==> src/hw/rtl/wlc_ram.sv <==
// generic single-port-write ram with registered read
module wlc_ram #(
  parameter int WIDTH = 8,
  parameter int DEPTH = 16
) (
  input  logic                     clk,
  input  logic                     we,
  input  logic [$clog2(DEPTH)-1:0] waddr,
  input  logic [WIDTH-1:0]         wdata,
  input  logic                     re,
  input  logic [$clog2(DEPTH)-1:0] raddr,
  output logic [WIDTH-1:0]         rdata
);
  logic [WIDTH-1:0] mem [DEPTH];

  always_ff @(posedge clk) begin
    if (we) begin
      mem[waddr] <= wdata;
    end
    if (re) begin
      rdata <= mem[raddr];
    end
  end
endmodule

==> config.mk <==
export PLATFORM = sky130hd
export DESIGN_NAME = wlc_ram
export DESIGN_NICKNAME = d
export VERILOG_FILES = /design/src/hw/rtl/wlc_ram.sv
export SDC_FILE = /design/constraint.sdc
export NUM_CORES = 1
export LEC_CHECK = 0
export BUFFER_PORTS_ARGS = -buffer_cell sky130_fd_sc_hd__clkbuf_2
export CORE_MARGIN = 3
export CORE_UTILIZATION = 55
export CTS_BUF_LIST = sky130_fd_sc_hd__clkbuf_4
export DETAILED_ROUTE_END_ITERATION = 10
export GPL_TIMING_DRIVEN = 0
export PLACE_DENSITY_LB_ADDON = 0.08
export SLEW_MARGIN = 20
export SYNTH_ARGS = -nofsm -noshare
export SYNTH_HDL_FRONTEND = slang
export SYNTH_SLANG_ARGS = --single-unit
==> constraint.sdc <==
create_clock -name clk -period 4 [get_ports clk]
set_clock_uncertainty 0.05 [all_clocks]
set_input_delay 0.8 -clock clk [delete_from_list [all_inputs] [get_ports clk]]
set_output_delay 0.8 -clock clk [all_outputs]
set_load 0.03 [all_outputs]
* Yosys cells after proc, flatten, opt, wreduce, memory -nomap -nowiden *
Memory sizes are Yosys's and may differ from the RTL's. A register that Yosys moved wholly into a read port is not among the register bits.
Index checks and enable logic that the tools add are counted.

storage, ports and cells
  bits in registers = 0
  memory bits (writable) = 128
  input port bits = 19
  output and inout port bits = 8
  word-level logic and storage cells = 3
  memories kept = 1

memory list
  name  words  width  read ports  clocked after memory_dff  write ports  line  source
  mem   16     8      1           1                         1            14    logic [WIDTH-1:0] mem [DEPTH];

operators by class
  multiplexer cells = 2

operators with widths
  cell               count
  two-way mux 1 bit  2

* Depth between registers and ports, before layout *
Gate-level depths: netlist (run 1).

  word-level depth = 2
  mapped depth = 5
  depth with buffers taken out = 3

* Worst setup path after synthesis (run 1) *
No wires, ideal clock.

  path type = input port to flip-flop
  start = input port waddr[2]
  end = memory mem[0][0] (enable)
  library setup time = 0.383 ns
  arrival = 1.910 ns
  required time = 3.567 ns
  slack = 1.657 ns
  stages on the path = 2
  buffers on the path = 0
  cell sequence = or3b_2 nor3_1

RTL lines
  what         line  source
  from (decl)  8     input logic [$clog2(DEPTH)-1:0] waddr,
  to (decl)    14

Straight into the memory's write port.

* Final worst setup path (run 1) *
  start = input port waddr[2]
  end = memory mem[0][5] (enable)

Straight into the memory's write port.

==> flow_metrics.env, run 1 <==
export IMPL_finalCriticalPeriod_ps=2050
export IMPL_p_int_mw=1.91
export IMPL_dr_pass1_iters=4
export IMPL_power_leakage_nw=1.88
export IMPL_worstSetupPathType="input pin to flop"
export IMPL_wire_per_inst_um=22.5
export IMPL_ys_seq_area_share_pct=78.1
export IMPL_pin_count=27
export IMPL_globalRouteOverflowTotal=0
export IMPL_fmax_mhz=489
export IMPL_end_kind="flop"
export IMPL_viasPerCell=5.83
export IMPL_cpPeakStageDelay_ps=660
export IMPL_syn_to_final_growth_pct=9.72
export IMPL_ant_nets=0
export IMPL_final_common_cell="edfxtp_1"
export IMPL_crit_path_start_kind="input pin"
export IMPL_clk_latency_ps=490
export IMPL_maxCapViolations=0
export IMPL_regArea_um2=4080
export IMPL_cts_root_buf="clkbuf_4"
export IMPL_clockBufferDepth=2
export IMPL_p_per_area_nw_per_um2=427
export IMPL_worstPathArrival_ps=2110
export IMPL_place_area_um2=5530
export IMPL_die_w_um=103
export IMPL_first_global_vias=2353
export IMPL_period_share_pct=51.1
export IMPL_cts_hold_buf=0
export IMPL_clkPwrFrac_pct=27.7
export IMPL_most_common_layout_cells="edfxtp_1 (136), clkbuf_2 (25), clkbuf_4 (19)"
export IMPL_n_antenna_cell=0
export IMPL_cts_tree="yes"
export IMPL_drive_above_1_share_pct=29.5
export IMPL_swShare_pct=22.2
export IMPL_outcome="finished, final reports clean"
export IMPL_drt_iter0_drc=193
export IMPL_ys_warnings_count=0
export IMPL_num_rows=34
export IMPL_peakVddDrop_uv=249
export IMPL_synth_seq_cells=136
export IMPL_path_clk_slew_ps=110
export IMPL_utilization_pct=63.9
export IMPL_post_cts_setup_buffers=0
export IMPL_drv_slew=0
export IMPL_avgSynthCellArea_um2=22.8
export IMPL_finalSetupTns_ps=0
export IMPL_stdcell_area_um2=5740
export IMPL_coreArea_um2=8980
export IMPL_h_tree_depth=4
export IMPL_nFillCells=632
export IMPL_synth_nets=248
export IMPL_hp_class="input pin to flop"
export IMPL_cts_sinks=136
export IMPL_rsz0062_at_grt="no"
export IMPL_critPathBufInv=1
export IMPL_synthCells=229
export IMPL_r2r_slack_ps=2410
export IMPL_worst_slew_margin_rel_pct=43.6
export IMPL_dp_hpwl_um=5960
export IMPL_yosysTopAreaCellShare_pct=78.1
export IMPL_syn_area_um2=5230
export IMPL_crit_fanout=8
export IMPL_initial_core_util_pct=58.2
export IMPL_pwr_share_comb_pct=6.6
export IMPL_track_usage_pct=19.3
export IMPL_netSwitchingPower_mw=0.543
export IMPL_power_mw=2.45
export IMPL_cp_slowest_cell="nor3_2"
export IMPL_grt_start_max_net_pins=17
export IMPL_post_cts_resized=0
export IMPL_grt_pass1_wl_um=14100
export IMPL_worst_pin_slew_ps=843
export IMPL_finalHoldWorstSlack_ps=606
export IMPL_crit_required_ps=4060
export IMPL_setup_viol=0
export IMPL_globalplace_congestion=0.754
export IMPL_num_vias=2396
export IMPL_drc=0
export IMPL_wirelength_um=9250
export IMPL_portBuffers=25
export IMPL_die_height_um=103
export IMPL_fin_nets=292
export IMPL_p_seq_share_pct=65.7
export IMPL_synth_area_leader_cell="edfxtp_1"
export IMPL_hold_violations=0
export IMPL_path_cells="clkbuf_2 > or3b_2 > nor3_2"
export IMPL_fp_dieArea_um2=10700
export IMPL_multiInputGateArea_um2=1080
export IMPL_synthTopCellsByArea="edfxtp_1 (78%), mux4_2 (7.8%), mux4_1 (7.0%)"
export IMPL_yosysUniqueCellTypes=18
export IMPL_cts_inserted_buffers=17
export IMPL_antenna_found_initial=0
export IMPL_path_delay_family="simple AND/OR/NAND/NOR gates"
-- cell usage after synthesis --
| library cell | number |
|---|---|
| edfxtp_1 | 136 |
| nor3_1 | 4 |
| nand3b_1 | 2 |
| clkdlybuf4s25_2 | 3 |
| or3b_2 | 1 |
| nand2_1 | 9 |
| nor2_1 | 13 |
| buf_4 | 1 |
| nor2b_1 | 1 |
| buf_2 | 3 |
| nand3_1 | 1 |
| mux4_1 | 14 |
| buf_6 | 3 |
| a22oi_1 | 16 |
| nand2b_1 | 2 |
| and2b_1 | 1 |
| and2_1 | 1 |
| mux4_2 | 18 |
-- metal layers --
layer	track usage, %	vias to the layer above	share of wire (%)
li1	-	1071	-
met1	29.6	1223	44
met2	27.8	97	48
met3	5.43	5	7.5
met4	5.38	0	0.49
met5	0	-	0
-- final timing paths --
path | depth (start not counted) | to | startpoint
min reg2reg | 3 | rdata[5] | mem[8][5]
max | 3 | mem[0][5] | waddr[2]
max reg2reg | 3 | rdata[1] | mem[5][1]
min | 1 | rdata[7] | re
-- registers in the layout, summed over array words and instances (netlist names) --
register	flops
rdata	8
mem	128
-- power groups by stage --
stage	combinational (mW)	clock, mW	sequential, mW
after global placement	0.160	0	1.64
after detailed placement	0.164	0	1.64
after CTS	0.164	0.697	1.61
final	0.162	0.678	1.61
after floorplan	0.0810	0	1.66
after global routing	0.175	0.771	1.61
-- through the flow --
step / cells / worst slack, ps
6_report: 411 / 1950
5_1_grt: 411 / 1960
4_1_cts: 411 / 1990
3_5_place_dp: 380 / 1460
3_3_place_gp: 380 / 1090
2_1_floorplan: 229 / 1660
-- cell families after synthesis --
kind of cell | count (synthesis) | synth area share (%)
AOI/OAI and AO/OA | 16 | 2.30
muxes | 32 | 14.8
and+or+nand+nor | 35 | 3.14
buffers and inverters | 10 | 1.65
DFF | 136 | 78.1
-- area by class of cell --
cell class,instances,area share [%]
timing repair buffer,25,2.18
clock inverter,12,1.09
tap,126,2.75
clock buffer,19,2.49
sequential,136,71.2
multi-input combinational,83,18.8
buffer,10,1.51
Note: power is estimated with default switching activity, not from simulation.
==> run 2: changes to the inputs <==
Settings changed: ABC_AREA set to 1.
Clock period 4 ns to 1.94 ns, I/O delays scaled along.
==> run 2 against run 1 <==
Effect of this change: largest power group unchanged; non-clock buffer count up 12; synthesized cell count rose by 140%; clock power rose to 3.1 times the previous value; worst hold slack lost 470 ps; critical path type is now flop to primary output.
==> flow_metrics.env, run 2 <==
export IMPL_outcome="finished, final reports clean"
export IMPL_r2r_slack_ps=710
export IMPL_synth_most_common_cell="nand2_1"
export IMPL_synthSimpleGateAreaFrac_pct=20.8
export IMPL_syn_to_final_growth_pct=10.6
export IMPL_power_leakage_nw=2.80
export IMPL_yosysUniqueCellTypes=11
export IMPL_antenna_found_initial=0
export IMPL_post_cts_setup_buffers=0
export IMPL_maxCapViolations=0
export IMPL_regArea_um2=4080
export IMPL_path_clk_slew_ps=120
export IMPL_drt_iter0_drc=305
export IMPL_place_inst=710
export IMPL_grt_pass1_wl_um=20700
export IMPL_regMostFlops="mem"
export IMPL_pin_count=27
export IMPL_initial_core_util_pct=56.6
export IMPL_worstPathArrival_ps=1110
export IMPL_synth_area_leader_cell="edfxtp_1"
export IMPL_dp_hpwl_um=8990
export IMPL_ys_seq_area_share_pct=69.8
export IMPL_crit_path_start_kind="flop"
export IMPL_synth_nets=570
export IMPL_pre_cts_ws_ps=11.9
export IMPL_clk_latency_ps=540
export IMPL_peakVddDrop_uv=493
export IMPL_path_cells="clkbuf_2"
export IMPL_setup_viol=0
export IMPL_hp_class="input pin to flop"
export IMPL_setup_ws_ps=387
export IMPL_crit_required_ps=1500
export IMPL_globalRouteOverflowTotal=0
export IMPL_ys_async_sr_fraction_pct=0
export IMPL_clockBufferDepth=2
export IMPL_ff2ff_path_depth=6
export IMPL_ys_warnings_count=0
export IMPL_h_tree_depth=4
export IMPL_yosys_area_share_xor_xnor_pct=0
export IMPL_ant_nets=0
export IMPL_cts_root_buf="clkbuf_4"
export IMPL_worstSetupPathType="flop to primary output"
export IMPL_largestRegisters="mem x128, rdata x8"
export IMPL_worst_pin_slew_ps=986
export IMPL_synth_seq_cells=136
export IMPL_crit_fanout=1
export IMPL_num_rows=37
export IMPL_coreArea_um2=10300
export IMPL_viasPerCell=5.27
export IMPL_n_antenna_cell=0
export IMPL_finalSetupTns_ps=0
export IMPL_synthTopCellsByArea="edfxtp_1 (70%), nand2_1 (11%), nand3_1 (8.3%)"
export IMPL_first_global_vias=3635
export IMPL_finalCriticalPeriod_ps=1550
export IMPL_most_common_layout_cells="nand2_1 (173), edfxtp_1 (136), inv_1 (100)"
export IMPL_path_delay_family="flip-flops"
export IMPL_finalNonFillerCells=742
export IMPL_synth_mux_area_share_pct=0
export IMPL_fin_nets=612
export IMPL_final_common_cell="nand2_1"
export IMPL_cts_sinks=136
export IMPL_synth_top_family_by_area="simple AND/OR/NAND/NOR gates"
export IMPL_largest_reg_flops=128
export IMPL_synth_commonest_cells="nand2_1 (173), edfxtp_1 (136), inv_1 (100), nand3_1 (97), nor2_1 (17)"
export IMPL_r2r_end="rdata[2]"
export IMPL_cts_inserted_buffers=17
export IMPL_globalplace_congestion=0.905
export IMPL_grt_start_max_net_pins=17
export IMPL_yosysTopAreaCellShare_pct=69.8
export IMPL_end_kind="primary output"
export IMPL_critPathBufInv=1
export IMPL_drc=0
export IMPL_synth_fa_ha_area_share_pct=0
export IMPL_syn_area_um2=5850
export IMPL_track_usage_pct=25.0
export IMPL_synth_edff_count=136
export IMPL_rr_startpoint="mem[11][2]"
export IMPL_crit_cells=1
export IMPL_worst_slew_margin_rel_pct=34.0
export IMPL_wire_per_inst_um=18.7
export IMPL_post_cts_resized=0
export IMPL_synth_main_ff_cell="edfxtp_1"
export IMPL_cpPeakStageDelay_ps=390
export IMPL_dr_pass1_iters=6
export IMPL_crit_path_start="rdata[0]"
export IMPL_cts_hold_buf=0
export IMPL_cp_slowest_cell="edfxtp_1"
export IMPL_drive_above_1_share_pct=12.7
export IMPL_num_vias=3911
export IMPL_die_w_um=109
export IMPL_rsz0062_at_grt="no"
export IMPL_synth_compound_area_share_pct=0
export IMPL_fmax_mhz=644
export IMPL_portBuffers=23
export IMPL_synthCells=551
export IMPL_fp_dieArea_um2=11900
export IMPL_multiInputGateArea_um2=1210
export IMPL_period_share_pct=80.0
export IMPL_avgSynthCellArea_um2=10.6
export IMPL_drv_slew=0
export IMPL_hold_violations=0
export IMPL_cts_tree="yes"
export IMPL_nFillCells=862
export IMPL_wirelength_um=13900
export IMPL_die_height_um=109
export IMPL_cp_endpoint="rdata[0]"
export IMPL_p_per_area_nw_per_um2=911
## run 2: through the flow
step                hold WS (ps)  power [mW]  cell area (um^2)  util [%]
floorplan                    437        3.65              5850         -
global placement             684        3.83              6130      59.4
detailed placement           691        3.83              6130      59.4
CTS                          111        5.91              6470      62.6
global route                 103        6.10              6470      62.6
finish                       138        5.89              6470      62.6
## run 2: worst min-delay path by stage
| stage | from | end | slack, ps | cells after the start |
|---|---|---|---|---|
| final | re | rdata[4] | 140 | 1 |
| after global routing | re | rdata[5] | 100 | 1 |
| after CTS | re | rdata[1] | 110 | 1 |
| after detailed placement | mem[6][2] | rdata[2] | 690 | 6 |
| after global placement | re | rdata[1] | 680 | 1 |
| after floorplan | wdata[0] | mem[0][0] | 440 | 0 |
## run 2: cells by family (layout without fill, tap and decap cells)
logic type / after synthesis / after routing
buffers and inverters: 126 / 181
flip-flops: 136 / 136
AND/OR/NAND/NOR: 289 / 289
## run 2: worst reg2reg max path, delay by kind of cell (launching register included)
kind                   cells  cell delay (ps)
buffers and inverters      1               60
and+or+nand+nor            5              500
DFF                        1              380
## run 2: per-layer routing
metal | vias to the layer above | wire length [um] | track usage [%]
met5 | - | 0 | 0
met4 | 0 | 341 | 10.4
met3 | 30 | 1310 | 6.75
met2 | 185 | 6380 | 36.7
met1 | 1825 | 5830 | 35.6
li1 | 1871 | - | -
## run 2: layout make-up
type / count / share of cell area, %
tap: 136 / 2.63
buffer: 24 / 2.57
timing repair buffer: 23 / 1.78
clock buffer: 17 / 1.97
inverter: 102 / 5.92
clock inverter: 15 / 3.21
multi-input combinational: 289 / 18.8
sequential: 136 / 63.1
## run 2: where the power goes
| part | leakage, nW | switching (mW) | internal [mW] |
|---|---|---|---|
| sequential | 1.24 | 0.0155 | 3.31 |
| clock | 0.170 | 0.992 | 1.13 |
| combinational | 1.40 | 0.327 | 0.123 |
