## config.mk

```make
export PLATFORM = sky130hd
export DESIGN_NAME = wlc_div
export DESIGN_NICKNAME = d
export VERILOG_FILES = /design/src/hw/rtl/wlc_pkg.sv /design/src/hw/rtl/wlc_div.sv
export SDC_FILE = /design/constraint.sdc
export NUM_CORES = 1
export LEC_CHECK = 0
export ABC_CLOCK_PERIOD_IN_PS = 5400
export BUFFER_PORTS_ARGS = -buffer_cell sky130_fd_sc_hd__buf_2
export CAP_MARGIN = 0
export CORE_MARGIN = 1.5
export CORE_UTILIZATION = 55
export CTS_CLUSTER_DIAMETER = 60
export DETAILED_ROUTE_END_ITERATION = 10
export PLACE_DENSITY = 0.84
export SLEW_MARGIN = 10
export SYNTH_ARGS = -nofsm -noshare
export SYNTH_HDL_FRONTEND = slang
export SYNTH_SLANG_ARGS = --single-unit
```

## constraint.sdc

```tcl
create_clock -name clk -period 5.4 [get_ports clk]
set_input_delay 0.27 -clock clk [delete_from_list [all_inputs] [get_ports clk]]
set_output_delay 0.27 -clock clk [all_outputs]
set_load 0.1 [all_outputs]
```

## src/hw/rtl/wlc_pkg.sv

```systemverilog
// shared types and constants for the leader clustering block
package wlc_pkg;
  localparam int PT_W    = 24;
  localparam int WGT_W   = 16;
  localparam int THR_W   = 32;
  localparam int CNT_W   = 16;
  localparam int SQ_W    = 52;
  localparam int RT_W    = 26;
  localparam int MUL_W   = 27;
  localparam int PRD_W   = 54;
  localparam int NUM_W   = 42;
  localparam int IDX_W   = 6;
  localparam int CFG_IW  = 2;
  localparam int CFG_DW  = 32;
  localparam int LDR_W   = 5 * PT_W;
  localparam int MEAN_W  = 3 * PT_W + CNT_W;

  localparam logic [CNT_W-1:0] CNT_MAX = 16'hFFFF;

  localparam logic [CFG_IW-1:0] CFG_WDIST  = 2'd0;
  localparam logic [CFG_IW-1:0] CFG_WLEN   = 2'd1;
  localparam logic [CFG_IW-1:0] CFG_WBEND  = 2'd2;
  localparam logic [CFG_IW-1:0] CFG_THRESH = 2'd3;

  typedef logic signed [PT_W-1:0] pt_t;
  typedef logic [PT_W-1:0] mag_t;
endpackage

```

## src/hw/rtl/wlc_div.sv

```systemverilog
// iterative restoring divider, one quotient bit per cycle
module wlc_div import wlc_pkg::*; (
  input  logic             clk,
  input  logic             rst_n,
  input  logic             start,
  input  logic [NUM_W-1:0] dividend,
  input  logic [CNT_W-1:0] divisor,
  output logic             done,
  output logic [NUM_W-1:0] quotient
);
  localparam int REM_W = CNT_W + 1;

  logic [NUM_W-1:0] q_r, q_nxt;
  logic [REM_W-1:0] rem_r, rem_nxt;
  logic [CNT_W-1:0] dvs_r, dvs_nxt;
  logic [5:0]       cnt_r, cnt_nxt;
  logic             busy_r, busy_nxt;
  logic             done_r, done_nxt;
  logic [REM_W-1:0] rem_sh;

  assign rem_sh = {rem_r[REM_W-2:0], q_r[NUM_W-1]};

  always_comb begin
    q_nxt    = q_r;
    rem_nxt  = rem_r;
    dvs_nxt  = dvs_r;
    cnt_nxt  = cnt_r;
    busy_nxt = busy_r;
    done_nxt = 1'b0;
    if (start) begin
      q_nxt    = dividend;
      rem_nxt  = '0;
      dvs_nxt  = divisor;
      cnt_nxt  = '0;
      busy_nxt = 1'b1;
    end else if (busy_r) begin
      if (rem_sh >= {1'b0, dvs_r}) begin
        rem_nxt = rem_sh - {1'b0, dvs_r};
        q_nxt   = {q_r[NUM_W-2:0], 1'b1};
      end else begin
        rem_nxt = rem_sh;
        q_nxt   = {q_r[NUM_W-2:0], 1'b0};
      end
      cnt_nxt = cnt_r + 6'd1;
      if (cnt_r == 6'(NUM_W - 1)) begin
        busy_nxt = 1'b0;
        done_nxt = 1'b1;
      end
    end
  end

  always_ff @(posedge clk) begin
    if (!rst_n) begin
      busy_r <= 1'b0;
      done_r <= 1'b0;
      cnt_r  <= '0;
    end else begin
      busy_r <= busy_nxt;
      done_r <= done_nxt;
      cnt_r  <= cnt_nxt;
    end
    q_r   <= q_nxt;
    rem_r <= rem_nxt;
    dvs_r <= dvs_nxt;
  end

  assign done     = done_r;
  assign quotient = q_r;
endmodule

```

; ---- Yosys cells after proc, flatten, opt, wreduce, memory -nomap -nowiden
; Index checks and enable logic that the tools add are counted.
[totals]
ff_bits = 82
latch_bits = 0
ramBits = 0
mem_bits_ro = 0
input_bits = 61
output_inout_bits = 43
elab_cells = 23
n_memories = 0
[op_classes]
n_addsub = 2
multipliers = 0
div_mod_pow = 0
order_cmp = 1
n_eq_ne = 1
shifts = 0
muxes = 8
bitwise = 2
reduce_logical = 3
[ops]
columns = op, n
row1 = two-way mux 42 bit, 2
row2 = >= comparator 17 x 16 -> 1 bit, 1
row3 = two-way mux 16 bit, 1
row4 = subtractor 16 bit, 1
row5 = adder 6 x 1 -> 6 bit (second input constant), 1
row6 = == test 6 bit (second input constant), 1
row7 = two-way mux 1 bit, 5
row8 = OR reduction 3 bit, 1
row9 = NOT 1 bit, 2
row10 = nonzero test 2 bit, 1
row11 = OR reduction 2 bit, 1

; ---- Longest topological paths before layout
; Gate-level depths: netlist (run 1).
[logic_depth]
ltp_word = 4
depth_mapped = 11
depth_no_buf = 9

; ---- Worst setup path before layout (run 1)
; Ideal clock, no wire load.
[synth_path]
path_type = register to register
startpoint = register q_r[41], in the netlist quotient[41]
endpoint = register rem_r[12]
setup_time_ns = 0.091
arrival_ns = 2.719
required_time_ns = 5.309
path_slack_ns = 2.590
path_stages_with_launch = 10
path_buffers = 0
synth_period_minus_slack_ns = 2.810
path_cell_list = edfxtp_1 > inv_1 > ha_1 > fa_1 > nand2b_1 > a21o_1 > a211o_1 > o211ai_1 > o21ai_0 > a311oi_1
[synth_via]
elab_chain_len = 2
word_cells_on_any_way = 3
cone_classes = 1 x add/sub / 1 x order compare / 1 x mux
[synth_lines]
columns = item, line_no
row1 = start: declaration, wlc_div.sv:13  ; logic [NUM_W-1:0] q_r, q_nxt;
row2 = start signal: assignment, wlc_div.sv:62  ; q_r <= q_nxt;
row3 = subtractor 16 bit or >= comparator 17 x 16 -> 1 bit (tied branches), "wlc_div.sv:38, wlc_div.sv:37"
row4 = two-way mux 16 bit *, wlc_div.sv:37  ; if (rem_sh >= {1'b0, dvs_r}) begin
row5 = end signal: assignment, wlc_div.sv:63  ; rem_r <= rem_nxt;
row6 = end: declaration, wlc_div.sv:14  ; logic [REM_W-1:0] rem_r, rem_nxt;
; Every way passes the cells marked *; elsewhere a longest branch is shown, timed or not.
; A chain may end at the register's enable or synchronous reset.

; ---- Worst setup path after layout (run 1)
[layout_path]
startpoint = register dvs_r[10]
endpoint = register rem_r[9]
[layout_via]
elab_chain_len = 2
[layout_lines]
columns = item, line_no
row1 = start: declaration, wlc_div.sv:15  ; logic [CNT_W-1:0] dvs_r, dvs_nxt;
row2 = start signal: assignment, wlc_div.sv:64  ; dvs_r <= dvs_nxt;
row3 = >= comparator 17 x 16 -> 1 bit, wlc_div.sv:37
row4 = two-way mux 16 bit, wlc_div.sv:37
; No other way between the ends.

==> results of run 1 <==
per-stage QoR:
| stage | util (%) | setup slack, ps |
|---|---|---|
| floorplan | - | 2590 |
| global placement | 64.3 | 2930 |
| detailed placement | 64.3 | 2820 |
| CTS | 67.0 | 2790 |
| global route | 67.0 | 2450 |
| finish | 67.0 | 2730 |
routing by layer:
metal / vias to the layer above / wire length [um] / track usage (%)
li1: 1633 / - / -
met1: 1597 / 4210 / 32.1
met2: 155 / 4770 / 38.9
met3: 16 / 812 / 7.05
met4: 0 / 156 / 8.46
met5: - / 0 / 0
layout by cell type (no fill, tap or decap), types with 5 or more instances in the layout:
cell type,count
buf_2,103
edfxtp_1,58
mux2_2,41
nor2_1,26
dfxtp_1,24
inv_1,22
a21oi_1,21
ha_1,18
nand2_1,15
o21ai_0,15
nand3_1,13
a311oi_1,10
clkbuf_8,10
a21o_1,8
xnor2_1,8
o31ai_1,7
nor3_1,7
and2_1,6
nand2b_1,6
o211ai_1,5
nand4_1,5
cells in the mapped netlist, drive strengths merged (2+ instances only):
library cell  instances
inv                  22
mux2                 41
clkbuf               11
a21oi                21
a311oi               10
a21o                  8
nor2                 27
o21bai                2
xor2                  4
nand3                14
nand4                 5
dfxtp                24
a211o                 3
ha                   18
o31ai                 7
and2                  6
or3                   4
o211ai                5
xnor2                 8
nor3b                 2
edfxtp               58
o21ai                17
a31oi                 2
a211oi                3
nor3                  7
o21a                  3
nand2                15
buf                   6
a41oi                 3
nand2b                6
a2111oi               2
nor2b                 4
worst min-delay path by stage:
stage,end,slack [ps],from,depth (start not counted)
global route,dvs_r[6]$_DFFE_PP_,70,divisor[6],1
detailed placement,dvs_r[1]$_DFFE_PP_,450,divisor[1],1
floorplan,dvs_r[0]$_DFFE_PP_,370,divisor[0],0
finish,dvs_r[5]$_DFFE_PP_,80,divisor[5],1
CTS,dvs_r[6]$_DFFE_PP_,80,divisor[6],1
global placement,dvs_r[6]$_DFFE_PP_,450,divisor[6],1
state kept, by name, summed over array words and instances, names as in the netlist:
| signal | count |
|---|---|
| rem_r | 16 |
| busy_r | 1 |
| quotient | 42 |
| cnt_r | 6 |
| done | 1 |
| dvs_r | 16 |
final cells by class:
cell class,count,area (um^2)
flip-flops and latches,82,2220
repair buffers,106,538
well taps,102,128
inverters,22,82.6
clock buffers,10,138
multi-input cells,259,1940
clock inverters,6,73.8
fillers,546,2520
cells by family (layout without fill, tap and decap cells):
family                   Yosys count  count (layout)
buffers and inverters             39             144
flip-flops                        82              82
AO/OA/AOI/OAI                     92              92
XOR/XNOR                          12              12
multiplexers                      42              42
AND/OR/NAND/NOR                   94              94
adder cells (fa/ha/maj)           19              19
power by group through the flow:
stage | Combinational [mW] | Sequential, mW | Clock (mW)
4_1_cts | 0.529 | 0.766 | 0.481
5_1_grt | 0.561 | 0.773 | 0.504
3_5_place_dp | 0.527 | 0.779 | 0
6_report | 0.531 | 0.766 | 0.473
2_1_floorplan | 0.188 | 1.01 | 0
3_3_place_gp | 0.519 | 0.776 | 0
==> out/metrics.yaml, run 1 <==
run_status: "complete, no violations"
power.switching_uw: 667
critical_path_buf_inv_count: 1
fin_worst_skew_ps: 9.34
synth_simple_gate_area_share_pct: 10.9
antenna_violations_before_repair: 0
hpwl_um: 7010
clock_sink_count: 82
die_area_um2: 8400
core.rowCount: 32
cts.root.buffer_cell: "clkbuf_8"
placement_stage_cell_area_um2: 4910
die_w_um: 91.6
critical_path.reg2reg.endpoint: "rem_r[9]$_SDFFE_PP0P_"
core_region_area_um2: 7650
synth-compound-area-share_pct: 15.0
post_synth_instance_area_um2: 4320
fin_hold_ws_ps: 83.3
num_vias: 3401
global_route.usage.total_pct: 24.5
post_cts.repair.setup_buffers: 0
gr-total-overflow: 0
hp-class: "in2reg"
async_flop_share_pct: 0
gp_congestion: 0.893
critPathCapture: "rem_r[9]$_SDFFE_PP0P_"
power.total_mw: 1.77
antenna_cells_inserted: 0
critical-path-top-delay-family: "compound AO/OA/AOI/OAI gates"
layout.cell_area.non_filler_um2: 5120
cts_clock_pin_slew_for_the_worst_setup_and_hold_paths_ps: 90
cts_tree: "built"
h-tree-depth: 3
drt-pass1-iter-count: 5
design.portCount: 104
crit_path_max_fanout: 10
p_clk_share_pct: 26.7
seq_area_frac_synth_pct: 51.4
syn-num-nets: 460
comb_power_share_pct: 30.0
timing.critical_path.from: "dvs_r[10]$_DFFE_PP_"
r2r_cells: 8
internal-power_mw: 1.10
worstReg2RegStart: "dvs_r[10]$_DFFE_PP_"
clock_tree.buffer_depth: 2
timing.final.hold_violations: 0
tcrit_tclk_final_pct: 49.4
synthFlopType: "edfxtp_1"
power_leakage_nw: 2.08
ctsHoldBuffers: 0
net_total_in_the_final_layout: 560
fin_cells: 587
detailedRoute.firstIterationViolations: 299
starting_utilization_of_the_core_area_pct: 56.5
maxSlewHeadroom_pct: 38.6
synth_mux_area_share_pct: 10.9
worst_path_largest_cell_delay_ps: 680
seq_power_share_pct: 43.3
final_routed_drc_violation_total: 0
synth_adder_area_share_pct: 5.67
setup.worst_path.end_class: "flip-flop"
synth_top_area_cell: "edfxtp_1"
startpoint_type: "flip-flop"
die-height_um: 91.6
place.port_buffers: 103
class_of_the_most_critical_setup_path: "reg2reg"
power-per-cell-area_nw_per_um2: 345
worstPathCellList: "inv_1, ha_1, nand4_1, o31ai_1, a21oi_1, o21ai_1, nor2_2, a2111oi_2"
timing.critical_path.arrival_ps: 2920
syn_inst: 380
tritoncts.num_buffers: 9
placed_cells: 571
post_cts_resized: 0
synthToLayoutAreaGrowth_pct: 18.6
number_of_global_route_vias_before_repair: 3347
setup_violators_final: 0
critical_path_depth: 8
power.switching_fraction_pct: 37.7
grt_setup_unrepaired: "no"
critical_path_rt_ps: 5660
vias_per_std_cell: 5.79
ir_worst_vdd_mv: 0.257
grt_first_pass_wirelength_um: 16100
synth.avg_cell_area_um2: 11.4
drv_cap: 0
fmax_mhz: 375
synth.top_cell.area_share_pct: 40.3
regToRegSetupSlack_ps: 2730
post_drt_wl_per_cell_um: 16.9
synth-seq-cells: 82
finalCriticalPeriod_ps: 2670
timing.final.max_slew_violations: 0
drive_above_1_share_pct: 34.6
insertion_delay_ps: 360
grt_start_max_net_pins: 78
yosys.area_share.xor_xnor_pct: 2.43
synth.yosys.warnings: 0
totalWireLength_um: 9950
totalNegativeSetupSlack_ps: 0
critPathSlowestCell: "o21ai_1"
timing_worst_slew_pin_value_ps: 922
largest_family_of_logic_cells_by_synthesized_area: "compound AO/OA/AOI/OAI gates"
synth_edf_count: 58
final_antenna_net_count: 0
synth_area_leaders: "edfxtp_1 40%, dfxtp_1 11%, mux2_2 11%"
post_synth_num_cell_types: 49
Note: power is estimated with default switching activity, not from simulation.
==> run 2, diff against run 1 <==
ABC_CLOCK_PERIOD_IN_PS = 2800   (was 5400)
CORE_UTILIZATION = 54   (was 55)
PLACE_DENSITY = 0.82   (was 0.84)
clock period = 2.8 ns   (was 5.4 ns; I/O delays follow)
==> out/metrics.yaml, run 2 (synthesized netlist as in run 1, its figures left out) <==
run_status: "complete, no violations"
worst_path_largest_cell_delay_ps: 570
detailedRoute.firstIterationViolations: 214
place.port_buffers: 103
class_of_the_most_critical_setup_path: "reg2reg"
h-tree-depth: 3
grt_first_pass_wirelength_um: 15900
starting_utilization_of_the_core_area_pct: 55.9
layout.area.seq_um2: 2220
post_cts_resized: 0
critical-path-top-delay-family: "compound AO/OA/AOI/OAI gates"
vias_per_std_cell: 5.78
ir_worst_vdd_mv: 0.496
layout.cells.most_common: "buf_2"
power-per-cell-area_nw_per_um2: 662
setup.worst_path.end_class: "flip-flop"
setup_violators_final: 0
post-route-worst-setup-slack_ps: 159
drive_above_1_share_pct: 34.3
worstReg2RegStart: "dvs_r[10]$_DFFE_PP_"
timing.critical_path.mode_cell: "a21oi_1"
timing.critical_path.arrival_ps: 2900
hold_start: "rst_n"
critical_path.reg2reg.endpoint: "rem_r[9]$_SDFFE_PP0P_"
cts.root.buffer_cell: "clkbuf_8"
critPathSlowestCell: "o21a_1"
power_leakage_nw: 2.18
fmax_mhz: 379
timing_worst_slew_pin_value_ps: 655
gp_congestion: 0.952
crit_path_max_fanout: 17
net_total_in_the_final_layout: 580
clock_sink_count: 82
placed_cells: 575
grt_setup_unrepaired: "no"
die_area_um2: 8550
busiest_layer: "met2"
maxSlewHeadroom_pct: 56.3
totalWireLength_um: 9990
critical_path_rt_ps: 3050
cts_tree: "built"
hpwl_um: 6990
antenna_violations_before_repair: 0
die-height_um: 92.5
multi_input_comb_area_um2: 1950
timing.final.max_slew_violations: 0
antenna_cells_inserted: 0
num_vias: 3511
final_antenna_net_count: 0
timing.hold.worst_path_depth: 2
startpoint_type: "flip-flop"
tritoncts.num_buffers: 9
fin_worst_skew_ps: 10.2
design.portCount: 104
largest_register_ffs: 42
fillCellCount: 567
insertion_delay_ps: 360
grt_util_met1_pct: 29.6
timing.final.hold_violations: 0
core.rowCount: 32
grt_start_max_net_pins: 43
gr-total-overflow: 0
tcrit_tclk_final_pct: 94.3
final_core_util_pct: 69.0
global_route.usage.total_pct: 23.9
dp_worst_setup_slack_ps: 285
die_w_um: 92.5
placement_stage_cell_area_um2: 4950
synthToLayoutAreaGrowth_pct: 23.5
drt-pass1-iter-count: 5
finalCriticalPeriod_ps: 2640
hp-class: "in2reg"
cts_clock_pin_slew_for_the_worst_setup_and_hold_paths_ps: 90
post_drt_wl_per_cell_um: 16.4
clock_tree.buffer_depth: 2
number_of_global_route_vias_before_repair: 3467
core_region_area_um2: 7730
final_routed_drc_violation_total: 0
drv_cap: 0
fin_cells: 607
critical_path_buf_inv_count: 1
regToRegSetupSlack_ps: 160
whs_endpoint: "busy_r$_SDFF_PN0_"
r2r_cells: 8
global_route.usage.met3_pct: 6.73
timing.critical_path.from: "dvs_r[10]$_DFFE_PP_"
most-common-layout-cells: "103 x buf_2, 58 x edfxtp_1, 41 x mux2_2"
use_met2_pct: 39.6
worstPathCellList: "inv_1, ha_1, a21oi_1, o31ai_1, a21oi_1, o21a_1, a221oi_1, a2111oi_2"
totalNegativeSetupSlack_ps: 0
layout.cell_area.non_filler_um2: 5340
[run 2: report_power, final]
group	internal [mW]	switching, mW	total (mW)
combinational	0.281	0.764	1.04
sequential	1.42	0.0591	1.48
clock	0.519	0.489	1.01
total	2.22	1.31	3.53
[run 2: layout make-up]
type	instances	share of cell area, %
clock inverters	7	1.97
flip-flops and latches	82	41.7
multi-input cells	259	36.5
repair buffers	126	13.6
clock buffers	9	2.32
well taps	102	2.39
inverters	22	1.55
[run 2: repair_timing]
action                                 CTS  global route
setup buffers                            0             0
hold buffers                            16             0
endpoints found under the hold margin   16             0
[run 2: how the worst max path moves through the flow]
stage | to | slack, ps | depth (start not counted)
final | rem_r[9]$_SDFFE_PP0P_ | 160 | 8
after global routing | rem_r[9]$_SDFFE_PP0P_ | 20 | 8
after CTS | rem_r[9]$_SDFFE_PP0P_ | 200 | 8
after detailed placement | rem_r[9]$_SDFFE_PP0P_ | 290 | 8
after global placement | rem_r[9]$_SDFFE_PP0P_ | 350 | 8
after floorplan | rem_r[12]$_SDFFE_PP0P_ | 10 | 9
[run 2: per-layer routing]
metal | vias to the layer above | share of wire (%)
met5 | - | 0
met4 | 0 | 1.6
met3 | 17 | 7.3
met2 | 148 | 48
met1 | 1674 | 43
li1 | 1672 | -
[run 2: per-stage QoR]
| step | total power, mW | hold slack [ps] |
|---|---|---|
| 2_1_floorplan | 2.32 | 239 |
| 3_3_place_gp | 2.50 | 316 |
| 3_5_place_dp | 2.52 | 318 |
| 4_1_cts | 3.54 | 10.6 |
| 5_1_grt | 3.66 | 17.2 |
| 6_report | 3.53 | 19.3 |
==> run 3, diff against run 2 <==
CORE_ASPECT_RATIO = 1.4   (was default)
CTS_CLUSTER_DIAMETER = 30   (was 60)
==> out/metrics.yaml, run 3 (synthesized netlist as in run 1, its figures left out) <==
ir_worst_vdd_mv: 0.551
die_w_um: 78.6
core_region_area_um2: 7750
clock_sink_count: 82
fin_cells: 605
placed_cells: 572
tcrit_tclk_final_pct: 89.2
setup_violators_final: 0
grt_start_max_net_pins: 66
run_status: "complete, no violations"
vias_per_std_cell: 5.71
drive_above_1_share_pct: 34.3
design.portCount: 104
power-per-cell-area_nw_per_um2: 640
detailedRoute.firstIterationViolations: 208
fin_worst_skew_ps: 10.2
placement_stage_cell_area_um2: 4950
cts_clock_pin_slew_for_the_worst_setup_and_hold_paths_ps: 80
insertion_delay_ps: 360
number_of_global_route_vias_before_repair: 3501
post_drt_wl_per_cell_um: 16.6
die-height_um: 109
power.switching_fraction_pct: 36.7
antenna_violations_before_repair: 0
internal-power_mw: 2.16
gr-total-overflow: 0
maxUsedRoutingLayer: "met4"
seq_power_share_pct: 43.3
timing.final.hold_violations: 0
tritoncts.num_buffers: 9
num_vias: 3455
comb_power_share_pct: 30.7
fmax_mhz: 400
antenna_cells_inserted: 0
drv_cap: 0
final_antenna_net_count: 0
layout.cells.most_common: "buf_2"
met2_routed_wl_um: 5350
power_leakage_nw: 2.18
starting_utilization_of_the_core_area_pct: 55.8
global_route.usage.total_pct: 25.0
critical_path_rt_ps: 3060
totalWireLength_um: 10100
setup.worst_path.end_class: "flip-flop"
power.switching_mw: 1.25
wl_met3_um: 739
h-tree-depth: 3
timing.final.max_slew_violations: 0
hpwl_um: 7120
grt_setup_unrepaired: "no"
hp-class: "in2reg"
synthToLayoutAreaGrowth_pct: 23.2
fin_hold_ws_ps: 78.1
drt-met1-wl_um: 3760
cts_tree: "built"
maxSlewHeadroom_pct: 65.3
gp_congestion: 0.901
clock_tree.buffer_depth: 2
place.port_buffers: 103
net_total_in_the_final_layout: 580
cts.root.buffer_cell: "clkbuf_8"
layout.cell_area.non_filler_um2: 5320
timing_worst_slew_pin_value_ps: 520
post_cts.repair.setup_buffers: 0
grt_first_pass_wirelength_um: 16400
die_area_um2: 8560
class_of_the_most_critical_setup_path: "reg2reg"
timing.critical_path.arrival_ps: 2750
totalNegativeSetupSlack_ps: 0
final_routed_drc_violation_total: 0
finalCriticalPeriod_ps: 2500
most-common-layout-cells: "103 x buf_2, 58 x edfxtp_1, 41 x mux2_2"
p_clk_share_pct: 26.0
largest_register_ffs: 42
startpoint_type: "flip-flop"
drt-pass1-iter-count: 4
core.rowCount: 38
crit_path_max_fanout: 10
-- run 3: changes by cell type in the layout (fill, tap and decap cells not counted) --
cell,before,now
inv_6,3,0
clkbuf_8,9,11
bufinv_16,2,1
inv_8,1,0
dlygate4sd3_1,16,17
buf_12,0,1
buf_4,7,5
o21a_1,3,2
clkinv_2,0,3
o21a_2,0,1
-- run 3: area by class of cell --
type,instances,area (um^2)
multi-input combinational,259,1950
fill,544,2430
tap,100,125
timing repair buffer,126,743
clock buffer,11,151
clock inverter,5,52.6
inverter,22,82.6
sequential,82,2220
-- run 3: through the flow --
step	util, %	power, mW	setup slack, ps
final	68.7	3.41	302
after global routing	68.7	3.54	7.13
after CTS	68.7	3.43	213
after detailed placement	63.9	2.52	248
after global placement	63.9	2.50	367
after floorplan	-	2.32	13.9
-- run 3: critical path: stages (launching register included) --
cell and delay, ps:
edfxtp_1 340, inv_1 50, ha_1 390, nand2_1 70, o21ai_0 410, nand3_1 300
a21boi_4 380, nor2_2 150, a2111oi_2 310
-- run 3: worst paths after layout --
check,from,endpoint,slack (ps),cells past startpoint
max,dvs_r[8]$_DFFE_PP_,rem_r[9]$_SDFFE_PP0P_,300,8
min,dividend[36],quotient[36]$_DFFE_PP_,80,2
max reg2reg,dvs_r[8]$_DFFE_PP_,rem_r[9]$_SDFFE_PP0P_,300,8
min reg2reg,cnt_r[5]$_SDFFE_PP0P_,cnt_r[5]$_SDFFE_PP0P_,500,2
-- run 3: power groups by stage --
stage | sequential [mW] | combinational [mW] | clock [mW]
6_report | 1.48 | 1.05 | 0.885
5_1_grt | 1.49 | 1.11 | 0.944
4_1_cts | 1.48 | 1.04 | 0.904
3_5_place_dp | 1.50 | 1.02 | 0
3_3_place_gp | 1.50 | 1.00 | 0
2_1_floorplan | 1.96 | 0.364 | 0
-- run 3: layer usage --
metal	vias up	global-route usage, %
li1	1673	-
met1	1629	28.4
met2	131	43.5
met3	22	7.70
met4	0	10.2
met5	-	0
-- run 3: timing repair --
item | 4_1_cts | 5_1_grt
resized for setup | 0 | 1
setup endpoints to repair | 0 | 1
endpoints found under the hold margin | 17 | 0
hold buffers | 17 | 0
