==> config.mk <==
export PLATFORM = sky130hd
export DESIGN_NAME = wlc_isqrt
export DESIGN_NICKNAME = d
export VERILOG_FILES = /design/src/hw/rtl/wlc_pkg.sv /design/src/hw/rtl/wlc_isqrt.sv
export SDC_FILE = /design/constraint.sdc
export NUM_CORES = 1
export LEC_CHECK = 0
export CORE_ASPECT_RATIO = 0.5
export CORE_MARGIN = 2
export CORE_UTILIZATION = 50
export DETAILED_ROUTE_END_ITERATION = 16
export DONT_BUFFER_PORTS = 1
export HOLD_SLACK_MARGIN = 0.03
export PLACE_DENSITY = 0.75
export SLEW_MARGIN = 20
export SYNTH_ARGS = -nofsm -noshare
export SYNTH_HDL_FRONTEND = slang
export SYNTH_SLANG_ARGS = --single-unit
==> constraint.sdc <==
create_clock -name clk -period 3.1 [get_ports clk]
set_clock_uncertainty 0.05 [all_clocks]
set_input_delay 0.155 -clock clk [delete_from_list [all_inputs] [get_ports clk]]
set_output_delay 0.155 -clock clk [all_outputs]
set_load 0.1 [all_outputs]
==> src/hw/rtl/wlc_pkg.sv <==
// shared types and constants for the leader clustering block
package wlc_pkg;
  localparam int PT_W    = 24;
  localparam int WGT_W   = 16;
  localparam int THR_W   = 32;
  localparam int CNT_W   = 16;
  localparam int SQ_W    = 52;
  localparam int RT_W    = 26;
  localparam int MUL_W   = 27;
  localparam int PRD_W   = 54;
  localparam int NUM_W   = 42;
  localparam int IDX_W   = 6;
  localparam int CFG_IW  = 2;
  localparam int CFG_DW  = 32;
  localparam int LDR_W   = 5 * PT_W;
  localparam int MEAN_W  = 3 * PT_W + CNT_W;

  localparam logic [CNT_W-1:0] CNT_MAX = 16'hFFFF;

  localparam logic [CFG_IW-1:0] CFG_WDIST  = 2'd0;
  localparam logic [CFG_IW-1:0] CFG_WLEN   = 2'd1;
  localparam logic [CFG_IW-1:0] CFG_WBEND  = 2'd2;
  localparam logic [CFG_IW-1:0] CFG_THRESH = 2'd3;

  typedef logic signed [PT_W-1:0] pt_t;
  typedef logic [PT_W-1:0] mag_t;
endpackage

==> src/hw/rtl/wlc_isqrt.sv <==
// iterative integer square root, one root bit per cycle
module wlc_isqrt import wlc_pkg::*; (
  input  logic            clk,
  input  logic            rst_n,
  input  logic            start,
  input  logic [SQ_W-1:0] radicand,
  output logic            done,
  output logic [RT_W-1:0] root
);
  localparam int REM_W = RT_W + 2;

  logic [SQ_W-1:0]  rad_r, rad_nxt;
  logic [REM_W-1:0] rem_r, rem_nxt;
  logic [RT_W-1:0]  root_r, root_nxt;
  logic [4:0]       cnt_r, cnt_nxt;
  logic             busy_r, busy_nxt;
  logic             done_r, done_nxt;
  logic [REM_W-1:0] rem_sh;
  logic [REM_W-1:0] trial;

  assign rem_sh = {rem_r[REM_W-3:0], rad_r[SQ_W-1 -: 2]};
  assign trial  = {root_r, 2'b01};

  always_comb begin
    rad_nxt  = rad_r;
    rem_nxt  = rem_r;
    root_nxt = root_r;
    cnt_nxt  = cnt_r;
    busy_nxt = busy_r;
    done_nxt = 1'b0;
    if (start) begin
      rad_nxt  = radicand;
      rem_nxt  = '0;
      root_nxt = '0;
      cnt_nxt  = '0;
      busy_nxt = 1'b1;
    end else if (busy_r) begin
      rad_nxt = {rad_r[SQ_W-3:0], 2'b00};
      if (rem_sh >= trial) begin
        rem_nxt  = rem_sh - trial;
        root_nxt = {root_r[RT_W-2:0], 1'b1};
      end else begin
        rem_nxt  = rem_sh;
        root_nxt = {root_r[RT_W-2:0], 1'b0};
      end
      cnt_nxt = cnt_r + 5'd1;
      if (cnt_r == 5'(RT_W - 1)) begin
        busy_nxt = 1'b0;
        done_nxt = 1'b1;
      end
    end
  end

  always_ff @(posedge clk) begin
    if (!rst_n) begin
      busy_r <= 1'b0;
      done_r <= 1'b0;
      cnt_r  <= '0;
    end else begin
      busy_r <= busy_nxt;
      done_r <= done_nxt;
      cnt_r  <= cnt_nxt;
    end
    rad_r  <= rad_nxt;
    rem_r  <= rem_nxt;
    root_r <= root_nxt;
  end

  assign done = done_r;
  assign root = root_r;
endmodule

Yosys cells after proc, flatten, opt, wreduce, memory -nomap -nowiden
Index checks and enable logic that the tools add are counted.

cells by class
  eq/ne operators = 1
  multiplexer cells = 8
  bitwise operators = 2
  reductions and logical operators = 3
  add/sub/neg operators = 2
  magnitude comparators = 1

operators by type and width
  kind                                                            number
  52-bit two-way mux                                              2
  28-bit >= comparator                                            1
  26-bit two-way mux                                              1
  26-bit subtractor                                               1
  5-bit by 1-bit adder with 5-bit output (second input constant)  1
  5-bit equality test (second input constant)                     1
  1-bit two-way mux                                               5
  3-bit OR reduction                                              1
  1-bit NOT                                                       2
  2-bit nonzero test                                              1
  2-bit OR reduction                                              1

word-level totals
  bits in registers = 111
  word-level logic and storage cells = 23
  input bits = 55

Longest topological paths before layout
Gate-level depths: netlist of run 1.

  depth in word-level cells = 4
  mapped depth = 11
  gate-level depth less buffers = 9

Least setup slack after synthesis of run 1
No wires, ideal clock.

  kind = register to register
  from = reg root_r[3] (netlist: root[3])
  to = reg rem_r[6]
  slack = 0.048 ns
  stages on the path, launching flop included = 12
  data arrival time = 2.917 ns
  buffers on the path = 2
  required time = 2.964 ns
  cell sequence = dfxtp_1 -> inv_1 -> ha_1 -> buf_6 -> a211oi_2 -> o21bai_1 -> o2111ai_2 -> nand3_2 -> a21o_2 -> buf_8 -> mux2i_1 -> a211oi_1

between the ends
  longest elaborated chain between the ends = 2

ends and longest elaborated chain
  item                                                       RTL line                          source
  from (decl)                                                wlc_isqrt.sv:14                   logic [RT_W-1:0] root_r, root_nxt;
  from (signal assigned)                                     wlc_isqrt.sv:66                   root_r <= root_nxt;
  26-bit subtractor or 28-bit >= comparator (tied branches)  wlc_isqrt.sv:40, wlc_isqrt.sv:39
  26-bit two-way mux (*)                                     wlc_isqrt.sv:39                   if (rem_sh >= trial) begin
  to (signal assigned)                                       wlc_isqrt.sv:65                   rem_r <= rem_nxt;
  to (decl)                                                  wlc_isqrt.sv:13                   logic [REM_W-1:0] rem_r, rem_nxt;

Mark *: on every way between the ends. The rest lies on a longest branch, timed or not.
A chain may end at the register's enable or synchronous reset.

Worst setup path in the final report of run 1
  from = reg root_r[3] (netlist: root[3])
  to = reg rem_r[16]

The elaborated chain is that of the path after synthesis.

==> results of run 1 <==
## area by class of cell
cell class              instances  area (sq um)
inverters                      37           139
flip-flops and latches        111          2750
well taps                     165           206
clock buffers                   9           225
repair buffers                 84           798
fillers                       966          4610
clock inverters                 7           101
multi-input cells             433          3190
## registers in the layout, indices dropped and copies added, names as in the netlist
name	cells
busy_r	1
cnt_r	5
done	1
rad_r	52
rem_r	26
root	26
## power by group through the flow
stage	clock, uW	combinational, uW	sequential (uW)
after floorplan	0	2650	1890
after global placement	0	2970	1890
final	1230	3190	1870
after CTS	1250	3150	1860
after detailed placement	0	3040	1890
after global routing	1310	3510	1890
## final timing paths
check             slack, ns  depth (start not counted)         to      start
setup / recovery       0.28                          9  rem_r[16]    root[3]
hold / removal         0.16                          2    root[4]      start
setup reg to reg       0.28                          9  rem_r[16]    root[3]
hold reg to reg        0.45                          2  rem_r[20]  rem_r[20]
## through the flow
stage	cells	power, uW	instance area (sq um)	hold slack [ns]
after global routing	846	6710	7410	0.197
after global placement	775	4860	6520	0.197
after detailed placement	775	4930	6520	0.197
final	846	6280	7410	0.165
after CTS	846	6260	7410	0.166
after floorplan	619	4540	6270	0.233
## routing by layer
| metal | GRT usage (%) | wire [um] |
|---|---|---|
| met1 | 28.6 | 6470 |
| met2 | 34.2 | 6240 |
| met3 | 6.29 | 905 |
| met4 | 5.87 | 234 |
| met5 | 0 | 0 |
## kinds of logic after synthesis
group / synth area share (%)
flops: 43.7
simple gates: 13.1
fa+ha+maj: 5.98
xor+xnor: 3.07
mux: 15.7
buf+inv: 5.39
compound gates: 13.0
## Yosys cell counts, drive strengths merged, types with 2 or more instances
master | count | area (sq um)
nor2 | 79 | 297
dfxtp | 59 | 1180
edfxtp | 52 | 1560
mux2 | 51 | 574
mux2i | 41 | 410
inv | 37 | 139
a21oi | 30 | 165
ha | 30 | 375
nand2 | 26 | 97.6
a211oi | 23 | 183
buf | 23 | 143
o21ai | 21 | 109
clkbuf | 15 | 56.3
nand3 | 15 | 85.1
nor3 | 13 | 70.1
xor2 | 12 | 105
nand4 | 11 | 75.1
xnor2 | 10 | 87.6
a31oi | 4 | 25.0
and2 | 4 | 25.0
nand2b | 4 | 25.0
o211ai | 4 | 35.0
a311oi | 3 | 26.3
a31o | 3 | 26.3
a41oi | 3 | 26.3
and3 | 3 | 18.8
nor2b | 3 | 18.8
nor4 | 3 | 18.8
o21a | 3 | 22.5
o22ai | 3 | 18.8
o31ai | 3 | 27.5
or3 | 3 | 18.8
a21boi | 2 | 15.0
nand3b | 2 | 15.0
nand4b | 2 | 17.5
o21bai | 2 | 15.0
or2 | 2 | 12.5
==> impl_summary.md, run 1 <==
Status
The flow ran to the end, and the final reports show no timing, DRC or antenna violations.

Placement
The congestion estimate from routability-driven global placement came to 0.857. Buffers placed on the I/O ports in this run total 0. Prior to clock tree synthesis, the placed netlist has a worst setup slack of 0.305 ns. The estimated wirelength of the detail-placed design is 8900 um.

Synth
In the synthesized netlist the async set-or-reset flop fraction comes to 0%. Counting every net in the synthesized netlist gives 704. In the synthesized netlist the dominant register cell turns out to be dfxtp_1.

The Yosys step of the flow raised 0 warnings. Summing every instance area after synthesis gives 0.00627 sq mm. The mean cell area of the mapped netlist is 10.1 sq um. The synthesized design contains 52 enable-type register cells. Summing the sequential cell areas from Yosys gives 43.7% of the chip area. Synthesis inferred 111 register bits. In the synthesized netlist, the number of instances is 619. The number of distinct library cell variants in the gate-level netlist after synthesis is 68.

Finish
The count of nets after finishing is 761. The end-of-flow core utilization is 61.7%. The synthesis-to-finish area growth is 18.2%. The top cell types in the final layout, fill and taps aside, are nor2_1 (79), dfxtp_1 (58), dlygate4sd3_1 (54). Leaving out fill and tap cells, the most frequent cell in the layout is nor2_1.

0 antenna diodes ended up in the layout. The proportion of layout cells with a drive suffix above 1 is 17.2%.

Setup path
The path type of the worst setup path is reg2reg. For this run, the slowest stage of the critical path takes 0.55 ns. Walking the worst path, the cells encountered are inv_1 -> ha_1 -> nand4_2 -> a211oi_2 -> o2111ai_2 -> nand3_2 -> a21o_2 -> o41ai_1 -> a311oi_1. The endpoint type of the worst setup path is a register. The cell family contributing the most delay on the critical path is compound AO/OA/AOI/OAI gates.

Along the worst path, the maximum fanout reaches 21. The arrival time at the worst endpoint is 3.03 ns. The worst path required time is 3.32 ns. Among all stages on the critical path, the largest delay is contributed by a21o_2. The type of origin of the critical path is a register. The count of buffer and inverter cells on the critical path is 1.

CTS
For this design, the CTS-stage hold fixing added 55 buffers. The number of buffers between clock root and the deepest sink is 2. The CTS clock-pin slew for the worst setup and hold paths is 0.08 ns. The buffer cell driving the clock tree root is clkbuf_16.

The deepest level of the CTS H-tree is 3. TritonCTS built the clock tree. The number of buffers added for setup after CTS is 0. The clock network latency to the later pin of the worst-skew pair is 0.36 ns.

The number of buffers added by the clock tree synthesis step is 9. The post-cts resize count is 0. For this design, the sink count on the clock tree is 111.

STA
Setup total negative slack on the finished layout was measured at 0 ns. Across all setup checks in the final design, the least slack found is 0.284 ns. Setup violations remaining at the end of the flow were counted as 0. Measured against its own limit, the worst slew margin works out to 37.8%. The total count of max-transition violations in the final report is 0. Based on the critical path, the design can be clocked at up to 0.355 GHz.

The slew at the pin closest to its max-slew limit is 0.932 ns. Setup repair after global routing left no endpoint under its margin. The final critical path takes up 90.8% of the cycle.

The number of hold-slack violations in the final timing report is 0. The clock period minus worst slack is 2.82 ns.

Floorplanning
The initialized floorplan defines 28 standard-cell rows. The initial core utilization is 52.2%. The region available for standard cell placement spans 0.0120 sq mm.

The x dimension of the die is 162 um. During I/O placement, the number of pins put on the boundary was 82. The die covers 0.0135 sq mm. In this run the vertical extent of the chip is 83.2 um.

Power and ir drop
The total power divided by cell area is 848 mW/mm^2. The combinational power share is 50.7%. For this design the static power due to leakage is 0.00287 uW. VDD sags by at most 0.595 mV. The switching fraction of total power is 42.1%. The design internal power is 3640 uW. The sequential share of power is 29.7%.

The clock network accounts for 19.6% of the total power. The switching power total is 2640 uW.

Detailed routing
In this run the remaining antenna-violating nets after routing total 0. The routed wirelength normalized by instance count is 16.4 um. The detailed router placed 4823 vias in this run. The via density per instance is 5.70. The DRC violation count after routing is 0. The final wirelength is 13900 um. In this run, the number of DRC markers left after iteration 0 of detailed routing was 252. The first-pass iteration count of the detailed router is 5.

Global route
The via count of the first global-routing pass came to 4816. The total track usage is 21.5%. The overflow left after global routing is 0. The initial antenna violation count is 0.

Entering global routing, the biggest net connects 101 pins. The first global-routing pass estimated 23700 um of wire.

Min path
The type of the tightest min-delay check is in2reg.

Flow run
Across the run, the number of max-cap violations was 0.
Power figures use the tool's default switching activity.
==> inputs of run 2 (changes only) <==
- CTS_CLUSTER_SIZE: not set -> 10
- PLACE_DENSITY: 0.75 -> 0.78
- clock period: 3.1 -> 2.5 ns (I/O delays scaled with it)
==> run 2 against run 1 <==
Compared with the run above:
- count of clock-buffer cells in the layout unchanged
- cell area increased by 7.3%
- sequential cell count is the same
- sequential power rose by 24%
- utilization up 4.5 points
- via count up 4.2%
- sequential share of layout area fell by 1.4 points
- final cell count grew 3.3%
- global-route usage grew 0.16 points
==> impl_summary.md, run 2 (synthesis results as in run 1) <==
Floorplanning
The row count is 28. During I/O placement, the number of pins put on the boundary was 82. Once the floorplan was initialized, standard cells occupied 52.2% of the core. The core region is 0.0120 sq mm. The die area is 0.0135 sq mm. The floorplan step set the die width to 162 um.

Measured along the y axis, the die boundary spans 83.2 um.

Global route
The overflow left after global routing is 0. In the global route stage, overall resource usage came out at 21.7%. The global-route wire length before repair is 23700 um. The via count of the first global-routing pass came to 4795.

The initial antenna violation count is 0. The maximum number of pins on one net before global-route repair is 103.

Finish
The synthesis-to-finish area growth is 26.8%. Cells with a size suffix above 1 make up 28.9% of the layout. In the final design database the tool counted 789 nets. The register with the most flip-flops in the layout has 52 of them.

The fill cell instance count of the final layout is 896. The number of antenna diodes in the final layout is 0. Leaving out fill and tap cells, the most frequent cells in the layout are nor2_1 (75), buf_4 (55), dlygate4sd3_1 (53). The library cell used most frequently in the layout, excluding fill and tap cells, is nor2_1. Ranked by flip-flop count, first place goes to rad_r. The area of combinational cells with multiple inputs is 0.00346 sq mm. The register cell area after layout is 0.00283 sq mm.

Flow run
The max capacitance violation total is 0.

STA
After layout, the minimum clock period comes to 2.50 ns. Once routing completed, OpenROAD measured the worst setup slack at 0.00237 ns. The number of hold-slack violations in the final timing report is 0.

The number of failing setup endpoints in the final timing report is 0. Based on the critical path, the design can be clocked at up to 0.400 GHz. For the pin with the worst max-slew slack, the measured transition is 0.954 ns.

The worst path uses 99.9% of the clock period. Setup repair after global routing could not meet its margin everywhere. The total count of max-transition violations in the final report was 0. The remaining max-slew budget at the tightest pin is 36.3%. The final sum of negative setup slack is 0 ns.

Detailed routing
The DRC violation total after the first TritonRoute iteration is 318. For this run, design rule violations remaining after detail routing come to 0. The routed wirelength normalized by instance count is 17.4 um. The final route contains 5024 vias.

The sum of routed wire segments on met1 is 6600 um. The met3 wirelength from detailed routing is 923 um. For this block, the routed nets add up to 15200 um of wire.

The first-pass iteration count of the detailed router is 4. Dividing the detail-routed via count by the number of cells gives 5.75. The amount of wire on met2 after detailed routing is 7380 um. The top routing layer in use is met4. The detail route stage leaves a number of antenna-violating nets equal to 0.

CTS
The deepest level of the CTS H-tree is 3. The CTS tree is done. The number of buffers between clock root and the deepest sink is 2.

The clock network latency to the later pin of the worst-skew pair is 0.36 ns. The buffer cell driving the clock tree root is clkbuf_16. The CTS clock-pin slew for the worst setup and hold paths is 0.09 ns.

The clock net in this run drives a total of 111 sinks. The number of buffers added by the clock tree synthesis step is 9.

Placement
The count of buffers added on input and output ports is 0. The routability congestion estimate is 0.902. Detailed placement finished with a half-perimeter wire length of 9300 um.

The post-placement worst setup slack is -0.00735 ns.

Status
The flow ran to the end, and the final reports show no timing, DRC or antenna violations.

Setup path
The worst setup path is captured at a register. Traced cell by cell, the critical path runs through inv_1 -> ha_1 -> nor2_2 -> a211oi_4 -> o2111ai_2 -> nand3_4 -> a21oi_4 -> buf_4 -> nor3_1 -> a311o_1. For the worst setup path, the data required time is 2.70 ns. The setup check on the worst reg-to-reg path leaves a slack of 0.002 ns. STA puts the critical path data arrival time at 2.70 ns. Of all nets on the critical path, the largest fanout is 6. The delay of the slowest cell on the worst path is 0.38 ns. STA classifies the critical path startpoint as a register. By startpoint and endpoint, the worst setup path is classified as reg2reg. The slowest stage of the critical path belongs to the cell ha_1.

Power and ir drop
In this run the static leakage power is 0.00305 uW. The total power divided by cell area is 1130 mW/mm^2. VDD sags by at most 0.947 mV.

The total power is 8990 uW.

Min path
The type of the tightest min-delay check is in2reg.
-- run 2: power by group --
group          internal [uW]  total, uW  switching (uW)
registers               2140       2310             169
clock network            723       1480             760
logic                   2320       5200            2880
-- run 2: what timing repair did --
| item | 4_1_cts | 5_1_grt |
|---|---|---|
| resized for setup | 1 | 47 |
| cloned | 2 | 0 |
| pin swaps | 1 | 12 |
| endpoints found under the hold margin | 107 | 0 |
| setup endpoints to repair | 3 | 26 |
| hold buffers | 54 | 0 |
| buffers inserted | 1 | 8 |
-- run 2: final timing paths --
kind | end | start | cells past startpoint
max reg2reg | rem_r[0] | root[1] | 10
min reg2reg | rem_r[20] | rem_r[20] | 2
max | rem_r[0] | root[1] | 10
min | rem_r[1] | start | 3
-- run 2: layout make-up --
type / instances / area share, %
Sequential cell: 111 / 35.6
Clock inverter: 7 / 1.18
Multi-Input combinational cell: 435 / 43.5
Tap cell: 165 / 2.60
Timing Repair Buffer: 110 / 12.5
Inverter: 37 / 1.75
Clock buffer: 9 / 2.83
-- run 2: per-layer routing --
layer	up-vias	global-route usage (%)
li1	2418	-
met1	2426	28.6
met2	152	36.3
met3	28	5.34
met4	0	4.51
met5	-	0
-- run 2: through the flow --
step	hold WS, ns	instances	instance area (sq um)	util (%)
floorplan	0.203	619	6380	-
global placement	0.158	793	6750	56.1
detailed placement	0.156	793	6750	56.1
CTS	0.105	866	7670	63.8
global route	0.139	874	7950	66.2
finish	0.112	874	7950	66.2
-- run 2: critical path, delay by kind of cell (launching register included) --
| kind | cells | cell delay [ns] |
|---|---|---|
| AO/OA/AOI/OAI | 4 | 0.97 |
| AND/OR/NAND/NOR | 3 | 0.43 |
| adder cells (fa/ha/maj) | 1 | 0.38 |
| flip-flops | 1 | 0.35 |
| buffers and inverters | 2 | 0.21 |
==> inputs of run 3 (changes only) <==
- PLACE_DENSITY: 0.78 -> 0.75
- clock period: 2.5 -> 2.3 ns (I/O delays scaled with it)
==> run 3 against run 2 <==
Compared with the run above:
- the run now ends with negative setup slack left
- wire length up 29%
- critical path depth up 1
- via count up 15%
- critical endpoint is now rem_r[11]
- largest cell class unchanged
- highest routed layer unchanged
==> impl_summary.md, run 3 (synthesis results as in run 1) <==
Power and ir drop
For this design the total switching power over the nets is 5230 uW. Cell internal power was estimated by the tool at 6710 uW. Net switching is 43.8% of the power. The peak supply drop is 0.961 mV.

In this run, the combinational gates consume 64.5% of the power. Dividing total power by cell area gives a power density of 1350 mW/mm^2. The analysis attributes to cell leakage a power of 0.00348 uW. Of the total power, registers draw 21.2%. The clock network is responsible for 14.3% of the overall power.

Global route
The overflow left after global routing is 0. The global-route wire length before repair is 26500 um. The initial antenna violation count is 0. Global routing used 24.6% of the available tracks across all layers.

The maximum number of pins on one net before global-route repair is 92. The via count of the first global-routing pass is 5401.

Detailed routing
The via density per instance is 6.15. The antenna violation net count after detailed routing is 0. In the final routed layout, each cell accounts on average for 20.9 um. For this run, the detailed router's first-pass iteration total came to 5. The number of vias in the routed layout is 5776.

For this block, the initial DRC count from the detailed router was 533. The DRC violation count after routing is 0. The final wirelength is 19600 um.

CTS
The buffer cell driving the clock tree root is clkbuf_16. TritonCTS built the clock tree. The CTS clock-pin slew for the worst setup and hold paths is 0.09 ns. The deepest level of the CTS H-tree is 3. In this run, CTS created clock tree buffers numbering 9.

The TritonCTS sink count is 111. The number of buffers between clock root and the deepest sink is 2. The clock network latency to the later pin of the worst-skew pair is 0.37 ns.

STA
In the final timing run, aggregate negative setup slack is -2.85 ns. The setup slack after layout is -0.242 ns. Static timing analysis puts the maximum clock frequency at 0.393 GHz. Setup violations remaining at the end of the flow were counted as 26.

For the pin with the worst max-slew slack, the measured transition is 0.615 ns. The remaining max-slew budget at the tightest pin is 59.0%. Setup repair after global routing could not meet its margin everywhere. The share of the clock period used by the worst path is 111%. The total count of max-transition violations in the final report came to 0. The smallest clock period supported by the final layout is computed as 2.54 ns. The number of hold-slack violations in the final timing report is 0.

Placement
Summed over all nets, the half-perimeter wirelength after detailed placement is 9940 um. In this run, placement finished with an instance count of 834. Routability-driven placement finished with a final weighted congestion of 0.906.

During placement, the flow inserted port buffers numbering 0. Timing analysis after detailed placement gives a worst setup slack of -0.250 ns.

Setup path
Of all nets on the critical path, the largest fanout is 6. The arrival time at the worst endpoint is 2.73 ns. The origin of the worst setup path is root[3]. The setup path with the least slack is of type reg2reg. The endpoint type of the worst setup path is a register.

The type of origin of the critical path is a register. The worst reg2reg path startpoint is root[3]. The worst path required time is 2.49 ns.

Finish
The antenna diode count is 0. The top cell types in the final layout, fill and taps aside, are buf_4 (101), nor2_1 (74), dlygate4sd3_1 (64). The most frequent standard cell in the layout excluding fill and tap cells is buf_4.

The register cell area after layout is 0.00285 sq mm. The proportion of layout cells with a drive suffix above 1 is 40.3%. The synthesis-to-finish area growth is 41.4%. After the last flow step, the layout net total stands at 854. The register containing the most flip-flops in the final layout is rad_r. Leaving out filler cells and counting taps, the final layout contains 939.

The area of combinational cells with multiple inputs is 0.00382 sq mm. Fill cells in the final layout number 749. The register with the most flip-flops in the layout has 52 of them.

Min path
The startpoint of the worst hold path is start. In this run the worst hold path is classified as in2reg.

Status
The flow ran to the end, but the final reports show violations. The checks that failed: negative setup slack.

Floorplanning
The core footprint is 0.0120 sq mm. The row count is 28. The die height is 83.2 um. The die area is 0.0135 sq mm. The initial core utilization is 52.2%. During I/O placement, the number of pins put on the boundary was 82. The die is 162 um wide.

Flow run
The max capacitance violation total is 0.
==> run 3: stage by stage <==
step / utilization (%) / cell area, sq um / hold WS [ns] / total power [uW]
floorplan: - / 6470 / 0.193 / 6230
global placement: 59.4 / 7140 / 0.144 / 7380
CTS: 70.2 / 8430 / 0.110 / 10100
detailed placement: 59.4 / 7140 / 0.140 / 7530
global route: 73.8 / 8870 / 0.162 / 12300
finish: 73.8 / 8870 / 0.125 / 11900
==> run 3: final timing paths <==
check | slack, ns | to | cells past startpoint
worst max-delay path | -0.24 | rem_r[11] | 11
worst max register to register | -0.24 | rem_r[11] | 11
worst min register to register | 0.46 | cnt_r[1] | 2
worst min-delay path | 0.13 | root[8] | 2
==> run 3: cell type report <==
class                   instances  share of cell area [%]
inverters                      37                    1.57
repair buffers                174                    17.3
clock buffers                   9                    2.54
clock inverters                 7                    1.09
flip-flops and latches        111                    32.1
multi-input cells             436                    43.1
well taps                     165                    2.33
==> run 3: worst max-delay path, stage by stage, from the launching register on <==
cell and delay [ns]:
dfxtp_4 0.36, inv_2 0.04, ha_4 0.25, a211oi_4 0.30, o21bai_4 0.13, o2111ai_2 0.22
nand3_2 0.17, a21oi_4 0.25, buf_4 0.19, buf_4 0.12, nor3_2 0.04, nor4_1 0.31
==> run 3: power by group through the flow <==
stage / combinational (uW) / clock (uW) / sequential [uW]
final: 7700 / 1710 / 2530
after global routing: 7960 / 1780 / 2550
after CTS: 5930 / 1690 / 2480
after detailed placement: 5020 / 0 / 2510
after global placement: 4880 / 0 / 2500
after floorplan: 3700 / 0 / 2530
==> run 3: repair_timing <==
item | in CTS | in global routing
pin swaps | 11 | 39
gates resized for setup | 38 | 65
gates cloned | 1 | 2
hold endpoints to repair | 107 | 0
buffers inserted | 10 | 11
hold buffers | 65 | 0
setup endpoints to repair | 27 | 27
==> run 3: per-layer routing <==
metal | track usage, % | vias up | part of all wire [%]
li1 | - | 2555 | -
met1 | 29.6 | 2745 | 38
met2 | 43.1 | 365 | 49
met3 | 7.14 | 111 | 9.1
met4 | 7.16 | 0 | 4.5
met5 | 0 | - | 0
